===== src/hw/rtl/mlcd_pkg.sv =====
// ----------------------------------------------------------------------------
// mlcd_pkg
// shared types and register codes of the monochrome lcd frame store controller
// ----------------------------------------------------------------------------
`default_nettype none

package mlcd_pkg;

  typedef enum logic [1:0] {
    OP_SELECT = 2'd0,
    OP_WRITE  = 2'd1,
    OP_READ   = 2'd2,
    OP_NOP    = 2'd3
  } op_t;

  localparam logic [2:0] ADDR_REG = 3'd4;
  localparam logic [2:0] DATA_REG = 3'd7;
  localparam logic [7:0] ROW_MARK = 8'hc0;

  localparam int ROW_W = 6;
  localparam int COL_W = 4;

  // memory access request from the cursor logic
  typedef struct packed {
    logic wr;
    logic rd;
    logic flag;
  } acc_t;

endpackage

`default_nettype wire


===== src/hw/rtl/mlcd_cursor.sv =====
// ----------------------------------------------------------------------------
// mlcd_cursor
// register index, row and column cursor, frame store address and access kind
// ----------------------------------------------------------------------------
`default_nettype none

module mlcd_cursor #(
  parameter int ROWS          = 64,
  parameter int BYTES_PER_ROW = 16
) (
  input  wire logic                                     clk,
  input  wire logic                                     rst,
  input  wire logic                                     accept,
  input  wire logic [1:0]                               operation,
  input  wire logic [7:0]                               value,
  output mlcd_pkg::acc_t                                acc,
  output logic [$clog2(ROWS*BYTES_PER_ROW)-1:0]         addr
);

  localparam int AW = $clog2(ROWS * BYTES_PER_ROW);

  logic [2:0]                  reg_index, reg_index_next;
  logic [mlcd_pkg::ROW_W-1:0]  row, row_next;
  logic [mlcd_pkg::COL_W-1:0]  col, col_next;
  mlcd_pkg::op_t               op;

  function automatic logic [mlcd_pkg::ROW_W-1:0] row_wrap(
    input logic [mlcd_pkg::ROW_W-1:0] r
  );
    logic [8:0] v;
    v = 9'(r);
    for (int i = 0; i < 8; i++) begin
      if (v >= 9'(ROWS)) begin
        v = v - 9'(ROWS);
      end
    end
    return v[mlcd_pkg::ROW_W-1:0];
  endfunction

  function automatic logic [mlcd_pkg::COL_W-1:0] col_wrap(
    input logic [mlcd_pkg::COL_W-1:0] c
  );
    logic [6:0] v;
    v = 7'(c);
    for (int i = 0; i < 8; i++) begin
      if (v >= 7'(BYTES_PER_ROW)) begin
        v = v - 7'(BYTES_PER_ROW);
      end
    end
    return v[mlcd_pkg::COL_W-1:0];
  endfunction

  assign op   = mlcd_pkg::op_t'(operation);
  assign addr = AW'(32'(row) * BYTES_PER_ROW + 32'(col));

  always_comb begin
    reg_index_next = reg_index;
    row_next       = row;
    col_next       = col;
    acc            = '0;
    if (accept) begin
      unique case (op)
        mlcd_pkg::OP_SELECT: begin
          reg_index_next = value[2:0];
        end
        mlcd_pkg::OP_WRITE: begin
          if (reg_index == mlcd_pkg::ADDR_REG) begin
            if ((value & mlcd_pkg::ROW_MARK) == mlcd_pkg::ROW_MARK) begin
              row_next = row_wrap(value[mlcd_pkg::ROW_W-1:0]);
            end else begin
              col_next = col_wrap(value[mlcd_pkg::COL_W-1:0]);
            end
          end else if (reg_index == mlcd_pkg::DATA_REG) begin
            acc.wr = 1'b1;
          end
        end
        mlcd_pkg::OP_READ: begin
          acc.flag = 1'b1;
          if (reg_index == mlcd_pkg::DATA_REG) begin
            acc.rd = 1'b1;
          end
        end
        default: begin
        end
      endcase
      if (acc.wr || acc.rd) begin
        if (7'(col) + 7'd1 >= 7'(BYTES_PER_ROW)) begin
          col_next = '0;
        end else begin
          col_next = col + 1'b1;
        end
      end
    end
  end

  always_ff @(posedge clk) begin
    if (rst) begin
      reg_index <= '0;
      row       <= '0;
      col       <= '0;
    end else begin
      reg_index <= reg_index_next;
      row       <= row_next;
      col       <= col_next;
    end
  end

`ifndef SYNTHESIS
  a_row_bound: assert property (@(posedge clk) disable iff (rst)
    9'(row) < 9'(ROWS))
    else $error("row out of range");

  a_col_bound: assert property (@(posedge clk) disable iff (rst)
    7'(col) < 7'(BYTES_PER_ROW))
    else $error("column out of range");

  a_col_step: assert property (@(posedge clk) disable iff (rst)
    (acc.wr || acc.rd) |=> (col != $past(col) || BYTES_PER_ROW == 1))
    else $error("column did not step on data transfer");
`endif

endmodule

`default_nettype wire


===== config.mk =====
export PLATFORM = sky130hd
export DESIGN_NAME = mlcd_cursor
export DESIGN_NICKNAME = d
export VERILOG_FILES = /design/src/hw/rtl/mlcd_pkg.sv /design/src/hw/rtl/mlcd_cursor.sv
export SDC_FILE = /design/constraint.sdc
export NUM_CORES = 1
export LEC_CHECK = 0
export BUFFER_PORTS_ARGS = -buffer_cell sky130_fd_sc_hd__buf_2
export CAP_MARGIN = 0
export CELL_PAD_IN_SITES_DETAIL_PLACEMENT = 0
export CELL_PAD_IN_SITES_GLOBAL_PLACEMENT = 2
export CORE_MARGIN = 5
export CORE_UTILIZATION = 27
export CTS_CLUSTER_DIAMETER = 200
export DETAILED_ROUTE_END_ITERATION = 16
export GPL_ROUTABILITY_DRIVEN = 0
export GPL_TIMING_DRIVEN = 0
export PLACE_DENSITY = 0.88
export SETUP_SLACK_MARGIN = 0.4
export SLEW_MARGIN = 10
export SYNTH_ARGS = -nofsm -noshare
export SYNTH_HDL_FRONTEND = slang
export SYNTH_SLANG_ARGS = --single-unit

===== constraint.sdc =====
create_clock -name clk -period 3.3 [get_ports clk]
set_clock_uncertainty 0.15 [all_clocks]
set_input_delay 0 -clock clk [delete_from_list [all_inputs] [get_ports clk]]
set_output_delay 0 -clock clk [all_outputs]
set_load 0.03 [all_outputs]

== Word-level counts from Yosys, hierarchy flattened ==
Index checks and enable logic that the tools add are counted.

* Flip-flop bits (word level): 13
* Input bits: 13
* Output and inout bits: 13
* Logic and storage cells: 32

* Add/sub/neg operators: 3
* Order comparisons: 1
* Eq/ne operators: 6
* Muxes and demuxes: 12
* Reductions and logical operators: 7

{| class="wikitable"
|+ Operators with widths
! kind !! count
|-
| 4-bit two-way mux || 5
|-
| 10-bit by 4-bit adder with 10-bit output || 1
|-
| 4-bit AND reduction || 2
|-
| 3-bit equality test (second input constant) || 2
|-
| 4-bit by 1-bit adder with 5-bit output (second input constant) || 1
|-
| 5-bit greater-or-equal comparator (second input constant) || 1
|-
| 4-bit by 1-bit adder with 4-bit output (second input constant) || 1
|-
| 2-bit equality test (second input constant) || 2
|-
| 1-bit two-way mux || 4
|-
| 2-bit two-way mux || 2
|-
| 2-bit nonzero test || 2
|-
| 3-bit two-way mux || 1
|-
| 2-bit by 1-bit equality test with 1-bit output (second input constant) || 1
|-
| 2-bit logical NOT || 1
|-
| 2-bit by 1-bit inequality test with 1-bit output (second input constant) || 1
|-
| 2-bit AND reduction || 1
|-
| 1-bit logical OR || 1
|}

== Longest topological paths before layout ==
Gate-level depths: netlist (run 1).

* Depth after elaboration: 8
* Depth in mapped cells: 6
* Depth with buffers taken out: 4

== Least setup slack after synthesis (run 1) ==
No wires, ideal clock.

* Path kind: register to register
* Start: register reg_index[2]
* End: register col[0] in the netlist's numbering
* Setup time: 91 ps
* Arrival time: 1,356 ps
* Slack: 1,703 ps
* Stages on the path, launching flop included: 6
* Path buffers: 1
* Clock period less this slack: 1,597 ps
* Cells stage by stage: dfxtp_1 nand3_1 or2_1 buf_6 a311o_1 a311oi_1

* Word-level cells in the longest chain between the ends: 8
* Elaborated cells on any way between the ends: 14
* Those cells by class: eq/ne: 3; mux: 7; reduce/logical: 4

{| class="wikitable"
|+ RTL lines
! item !! line !! RTL
|-
| from (decl) || mlcd_cursor.sv:22 || <nowiki>logic [2:0] reg_index, reg_index_next;</nowiki>
|-
| from (signal assigned) || mlcd_cursor.sv:102 || <nowiki>reg_index <= reg_index_next;</nowiki>
|-
| 3-bit equality test || mlcd_cursor.sv:73, mlcd_cursor.sv:79 ||
|-
| 1-bit two-way mux || mlcd_cursor.sv:73, mlcd_cursor.sv:79 ||
|-
| 1-bit two-way mux || mlcd_cursor.sv:67 || <nowiki>if (reg_index == mlcd_pkg::ADDR_REG) begin</nowiki>
|-
| 1-bit two-way mux || mlcd_cursor.sv:62 || <nowiki>unique case (op)</nowiki>
|-
| 1-bit two-way mux || mlcd_cursor.sv:61 || <nowiki>if (accept) begin</nowiki>
|-
| 1-bit logical OR || mlcd_cursor.sv:86 || <nowiki>if (acc.wr || acc.rd) begin</nowiki>
|-
| 2-bit by 1-bit inequality test with 1-bit output (no line) / 2-bit nonzero test (equally long branches) || - ||
|-
| 4-bit AND reduction (no line) || - ||
|-
| to (signal assigned) || mlcd_cursor.sv:104 || <nowiki>col <= col_next;</nowiki>
|-
| to (decl) || mlcd_cursor.sv:24 || <nowiki>logic [mlcd_pkg::COL_W-1:0] col, col_next;</nowiki>
|}

Several ways; a longest one is shown, not always the timed one. The select of a mux whose other input is x is not followed.
A chain may end at the register's enable or synchronous reset.

== Worst setup path in the final report (run 1) ==
* Start: input accept
* End: register reg_index[1]

* Word-level cells in the longest chain between the ends: 1

{| class="wikitable"
|+ RTL lines
! item !! line !! RTL
|-
| from (decl) || mlcd_cursor.sv:13 || <nowiki>input wire logic accept,</nowiki>
|-
| 2-bit AND reduction (no line) || - ||
|}

No other way between the ends.

==> results of run 1 <==
worst max-delay path, delay by kind of cell:
family,cells,cell delay (ns)
compound gates,1,0.12
buf+inv,4,1.82
simple gates,3,0.47
kinds of logic after synthesis:
group,after synthesis,synth area share [%]
AO/OA/AOI/OAI,19,19.5
XOR/XNOR,2,2.68
adder cells (fa/ha/maj),1,1.91
buffers and inverters,5,4.78
flip-flops,13,39.8
multiplexers,7,10.7
AND/OR/NAND/NOR,27,20.7
state kept, by name, indices dropped and copies added, names as in the netlist:
register and flops:
col 4, reg_index 3, row 6
cells in the final DEF (no fill, tap or decap), types with 2 or more instances in the layout:
cell / synthesis / layout
buf_2: 0 / 23
nor3_1: 2 / 2
clkbuf_4: 0 / 3
nor2_1: 8 / 8
a311o_1: 2 / 2
mux2i_1: 7 / 7
nand2b_1: 2 / 2
o21ai_0: 3 / 3
nand3_1: 2 / 2
dlygate4sd3_1: 0 / 17
a311oi_1: 2 / 2
a21oi_1: 7 / 7
dfxtp_1: 13 / 13
nand2_1: 8 / 8
power groups by stage:
| stage | logic, mW | clock network (mW) | registers, mW |
|---|---|---|---|
| final | 0.0389 | 0.101 | 0.159 |
| after floorplan | 0.0149 | 0 | 0.163 |
| after CTS | 0.0385 | 0.104 | 0.159 |
| after detailed placement | 0.0280 | 0 | 0.163 |
| after global placement | 0.0278 | 0 | 0.163 |
| after global routing | 0.0431 | 0.106 | 0.160 |
per-stage QoR:
step	area [sq um]	power, mW
after floorplan	654	0.178
after global placement	805	0.191
after detailed placement	805	0.191
after CTS	1000	0.302
after global routing	1000	0.309
final	1000	0.299
cells in the mapped netlist (all sizes together) (2+ instances only):
master	number	area, sq um
buf	2	18.8
nand2	8	30.0
dfxtp	13	260
a311oi	2	17.5
nor3	3	20.0
mux2i	7	70.1
nor2	8	30.0
clkbuf	2	8.75
o21ai	3	15.0
nand2b	2	12.5
a311o	2	20.0
nand3	2	10.0
a21oi	7	35.0
path summary, 6_finish.rpt:
path | from | end | depth (start not counted)
max | accept | reg_index[1] | 8
min | value[6] | row[2] | 5
max reg2reg | reg_index[2] | col[0] | 6
min reg2reg | row[0] | row[0] | 2
layer usage:
layer / share of wire, % / up-vias
li1: - / 355
met3: 5.0 / 4
met5: 0 / -
met1: 44 / 330
met4: 2.1 / 0
met2: 49 / 17
final cells by class:
type / instances / share of cell area (%)
multi-input combinational: 56 / 36.2
sequential: 13 / 26.0
tap: 28 / 3.50
buffer: 4 / 2.75
clock inverter: 1 / 0.499
inverter: 1 / 0.375
clock buffer: 3 / 2.25
timing repair buffer: 40 / 28.5
what timing repair did:
item                                    CTS  global route
endpoints found under the hold margin    13             0
hold buffers                             17             0
gates resized for setup                   0             0
endpoints found under the setup margin    0             0
==> impl_metrics.csv, run 1 <==
group,metric,value,unit
run_status,outcome,"completed",
yosys,asr_flop_ratio_synth,0,%
power,switching_share,25.4,%
clock_tree,worst_setup_hold_path_clk_slew,0.09,ns
finish,filler_cell_count,256,
clock_tree,root_buffer,"clkbuf_4",
worst_setup_path,cp_data_required_time,3.38,ns
finish,areaGrowthSynthToFinish,53.2,%
min_path,worstHoldPathType,"primary input to register",
power,switchingPower,0.0759,mW
sta,max_freq,428,MHz
global_routing,global_route_met3_usage,1.74,%
power,power.density,299,nW/um^2
sta,setup_total_negative_slack,0,ns
global_routing,gr-usage-all-layers,11.6,%
routing,detail-route-antenna-nets,0,
flow_run,maxCapViolations,0,
worst_setup_path,path_class,"primary input to register",
routing,route.vias.total,706,
clock_tree,clock_sink_count,13,
clock_tree,cts.htree.levels,1,
finish,layoutNonFillerInstCount,146,
worst_setup_path,worst_path_most_repeated_cell,"dlygate4sd3_1",
worst_setup_path,timing.critical_path.slowest_stage_cell,"dlygate4sd3_1",
routing,routedWlPerCell,12.7,um
worst_setup_path,wp_data_arrival,2.42,ns
worst_setup_path,end_kind,"register",
die,boundary_pins,26,
sta,setup_viol_count_final,0,
sta,worst_hold_slack_after_final_layout,0.0720,ns
die,die-area,3510,sq um
worst_setup_path,path_max_fanout,8,
die,floorplan.rows,17,
global_routing,global_route.usage.met2,20.9,%
routing,drt_iter0_markers,7,
power,power.clock.fraction,33.7,%
place,dp_slack,1.58,ns
global_routing,grt_max_degree,11,
global_routing,first_global_vias,751,
die,floorplan.die.width,59.2,um
yosys,postSynth.topFlopCell,"dfxtp_1",
yosys,syn-cell-area,654,sq um
power,p_comb_share,13.0,%
sta,timing.final.crit_share,70.8,%
global_routing,grt.overflow.total,0,
yosys,synth.net_count,88,
worst_setup_path,critical_path.max_stage_delay,0.56,ns
global_routing,gr-max-usage-layer,"met2",
clock_tree,cts_tree,"yes",
clock_tree,clock_latency,0.28,ns
power,vdd.ir_drop.worst,0.209,mV
global_routing,global_route_wire_length_before_repair,3120,um
finish,multi_input_area,363,sq um
yosys,synth_sequential_area_ratio,39.8,%
yosys,synthDistinctLibCells,29,
worst_setup_path,worstPathCellList,"dlygate4sd3_1, clkbuf_2, nand2b_1, nor2_1, nand2_1, dlygate4sd3_1, a21oi_1, dlygate4sd3_1",
finish,layout_cells_sized_above_1,26.3,%
power,power_frac_seq,53.3,%
clock_tree,cts-buffers-inserted,3,
sta,fin_ws,0.962,ns
yosys,synthesis.area_per_instance,8.84,sq um
yosys,synth-edff-count,0,
yosys,ys_seq_elements,13,
clock_tree,postCtsSetupRepairBufs,0,
place,placed_cells_incl_taps,125,
routing,residual_drc_count,0,
sta,final-max-slew-violation-count,0,
finish,postLayoutCoreUtil,44.5,%
routing,post_drt_via_cell_ratio,4.84,
place,post_detail_place_hpwl,1260,um
die,placeable_core_region,2250,sq um
routing,detailedRoute.firstPassIterationCount,4,
global_routing,grt_antenna_before_repair,0,
finish,register_area,260,sq um
worst_setup_path,setup_crit_start_kind,"primary input",
finish,num-nets-final,133,
worst_setup_path,timing.reg2reg.setup_slack,0.98,ns
routing,drt_wl_total,1850,um
sta,unrepaired_setup_endpoints_after_global_routing,"false",
power,p_int,0.223,mW
power,leak_pwr,0.438,nW
clock_tree,max-clock-path-buffers,2,
place,count_of_input_and_output_buffers,23,
die,die_h,59.2,um
global_routing,grtUsageMet1,12.5,%
sta,worst_pin_slew,0.656,ns
sta,period_minus_slack,2.34,ns
yosys,synthesis.instances,74,
die,floorplan.initialDensity,29.0,%
finish,num_antenna_cells,0,
sta,hold_viol_final,0,
sta,relSlewSlack,56.0,%
yosys,yosys_synthesis_warning_count,0,
Note: power is estimated with default switching activity, not from simulation.
==> run 2, diff against run 1 <==
--- a/config.mk
+++ b/config.mk
@@ -10,12 +10,12 @@
 export CELL_PAD_IN_SITES_DETAIL_PLACEMENT = 0
 export CELL_PAD_IN_SITES_GLOBAL_PLACEMENT = 2
 export CORE_MARGIN = 5
-export CORE_UTILIZATION = 27
+export CORE_UTILIZATION = 23
 export CTS_CLUSTER_DIAMETER = 200
 export DETAILED_ROUTE_END_ITERATION = 16
 export GPL_ROUTABILITY_DRIVEN = 0
 export GPL_TIMING_DRIVEN = 0
-export PLACE_DENSITY = 0.88
+export PLACE_DENSITY = 0.8
 export SETUP_SLACK_MARGIN = 0.4
 export SLEW_MARGIN = 10
 export SYNTH_ARGS = -nofsm -noshare
==> constraint.sdc (replaced) <==
create_clock -name clk -period 1.9 [get_ports clk]
set_clock_uncertainty 0.15 [all_clocks]
set_input_delay 0 -clock clk [delete_from_list [all_inputs] [get_ports clk]]
set_output_delay 0 -clock clk [all_outputs]
set_load 0.03 [all_outputs]
==> impl_metrics.csv, run 2 (synthesis results as in run 1) <==
group,metric,value,unit
place,post_detail_place_hpwl,1290,um
sta,setup_total_negative_slack,0,ns
routing,residual_drc_count,0,
finish,largestRegisters,"row (6), col (4), reg_index (3)",
clock_tree,cts-buffers-inserted,3,
finish,areaGrowthSynthToFinish,64.4,%
finish,final_common_cell,"buf_2",
global_routing,gr-usage-all-layers,8.81,%
clock_tree,max-clock-path-buffers,2,
worst_setup_path,timing.critical_path.slowest_stage_cell,"dfxtp_2",
global_routing,grt.overflow.total,0,
routing,post_drt_via_cell_ratio,4.62,
sta,hold_viol_final,0,
run_status,outcome,"completed",
routing,routedWlPerCell,11.8,um
sta,period_minus_slack,1.51,ns
sta,worst_pin_slew,0.423,ns
power,power.density,482,nW/um^2
place,placement.cell_area,822,sq um
power,overall_power,0.518,mW
routing,drt_wl_total,1770,um
flow_run,maxCapViolations,0,
worst_setup_path,path_max_fanout,4,
die,floorplan.initialDensity,23.9,%
sta,timing.final.crit_share,79.3,%
worst_setup_path,setup_crit_start_kind,"register",
routing,detail-route-antenna-nets,0,
clock_tree,clock_sink_count,13,
worst_setup_path,worstPathCellList,"nand3_4, or2_1, buf_6, a311o_1, a311oi_2",
die,floorplan.die.width,63.3,um
worst_setup_path,path_class,"register to register",
global_routing,grt_antenna_before_repair,0,
finish,num-nets-final,134,
finish,regMostFlops,"row",
clock_tree,cts_tree,"yes",
routing,route.vias.total,693,
clock_tree,cts.htree.levels,1,
finish,filler_cell_count,280,
sta,relSlewSlack,71.8,%
sta,max_freq,664,MHz
die,floorplan.rows,19,
clock_tree,root_buffer,"clkbuf_4",
worst_setup_path,cp_data_required_time,1.94,ns
finish,layout_cells_sized_above_1,38.7,%
finish,largest_register_ffs,6,
finish,post_route_design_area,1080,sq um
sta,unrepaired_setup_endpoints_after_global_routing,"true",
die,die_h,63.3,um
global_routing,first_global_vias,656,
worst_setup_path,end_kind,"register",
die,die-area,4010,sq um
sta,setup_viol_count_final,0,
sta,worst_hold_slack_after_final_layout,0.0950,ns
min_path,worstHoldPathType,"primary input to register",
sta,final-max-slew-violation-count,0,
global_routing,grt_max_degree,11,
finish,num_antenna_cells,0,
clock_tree,worst_setup_hold_path_clk_slew,0.08,ns
power,vdd.ir_drop.worst,0.290,mV
routing,detailedRoute.firstPassIterationCount,4,
die,placeable_core_region,2730,sq um
place,count_of_input_and_output_buffers,23,
clock_tree,clock_latency,0.27,ns
routing,drt_iter0_markers,22,
die,boundary_pins,26,
worst_setup_path,wp_data_arrival,1.54,ns
finish,top_library_cells_by_usage_in_the_layout_fill_and_taps_aside,"buf_2, dlygate4sd3_1, nand2_1, nor2_1",
worst_setup_path,critical_path.max_stage_delay,0.36,ns
global_routing,global_route_wire_length_before_repair,2840,um
power,leak_pwr,0.445,nW
run 2: cell types whose count changed in the layout (fill, tap and decap cells not counted), moves of 3 or more:
cell           previous run  this run
dfxtp_2                   0         6
buf_4                     1         4
dfxtp_1                  13         7
dlygate4sd3_1            17        13
run 2: final timing paths:
check | from | to | slack (ns) | cells past startpoint
setup / recovery | reg_index[1] | col[0] | 0.39 | 5
hold / removal | value[6] | col[2] | 0.09 | 5
setup reg to reg | reg_index[1] | col[0] | 0.39 | 5
hold reg to reg | row[4] | row[4] | 0.35 | 2
run 2: repair_timing:
item                                   in CTS  in global routing
hold buffers                               13                  0
setup buffers                               4                  1
endpoints found under the hold margin      13                  0
resized for setup                           5                  5
pin swaps                                   7                  5
setup endpoints to repair                  10                 10
cloned                                      0                  0
run 2: worst max-delay path: cells and delay by family (launching register included):
family,cells,cell delay [ns]
AOI/OAI and AO/OA,2,0.51
DFF,1,0.36
buffers and inverters,1,0.13
and+or+nand+nor,2,0.29
run 2: metrics by stage:
step / worst slack, ns / instances / util (%)
6_report: 0.393 / 150 / 39.4
5_1_grt: 0.318 / 150 / 39.4
4_1_cts: 0.343 / 149 / 38.0
3_5_place_dp: 0.235 / 128 / 30.1
3_3_place_gp: 0.238 / 128 / 30.1
2_1_floorplan: 0.356 / 74 / -
run 2: area by class of cell:
class / count / area (sq um) / share of cell area [%]
Timing Repair Buffer: 41 / 299 / 27.8
Buffer: 4 / 27.5 / 2.56
Multi-Input combinational cell: 56 / 413 / 38.4
Tap cell: 31 / 38.8 / 3.60
Inverter: 1 / 3.75 / 0.349
Sequential cell: 13 / 268 / 24.9
Clock buffer: 4 / 26.3 / 2.44
run 2: power by group:
group          switching (mW)  internal [mW]
Combinational          0.0348         0.0374
Sequential            0.00290          0.275
Clock                  0.0868         0.0812
Total                   0.125          0.394
run 2: per-layer routing:
| metal | vias up | track usage, % | part of all wire, % |
|---|---|---|---|
| met2 | 17 | 13.8 | 47 |
| li1 | 361 | - | - |
| met1 | 313 | 11.0 | 46 |
| met3 | 2 | 2.66 | 6.2 |
| met5 | - | 0 | 0 |
| met4 | 0 | 3.90 | 0.79 |
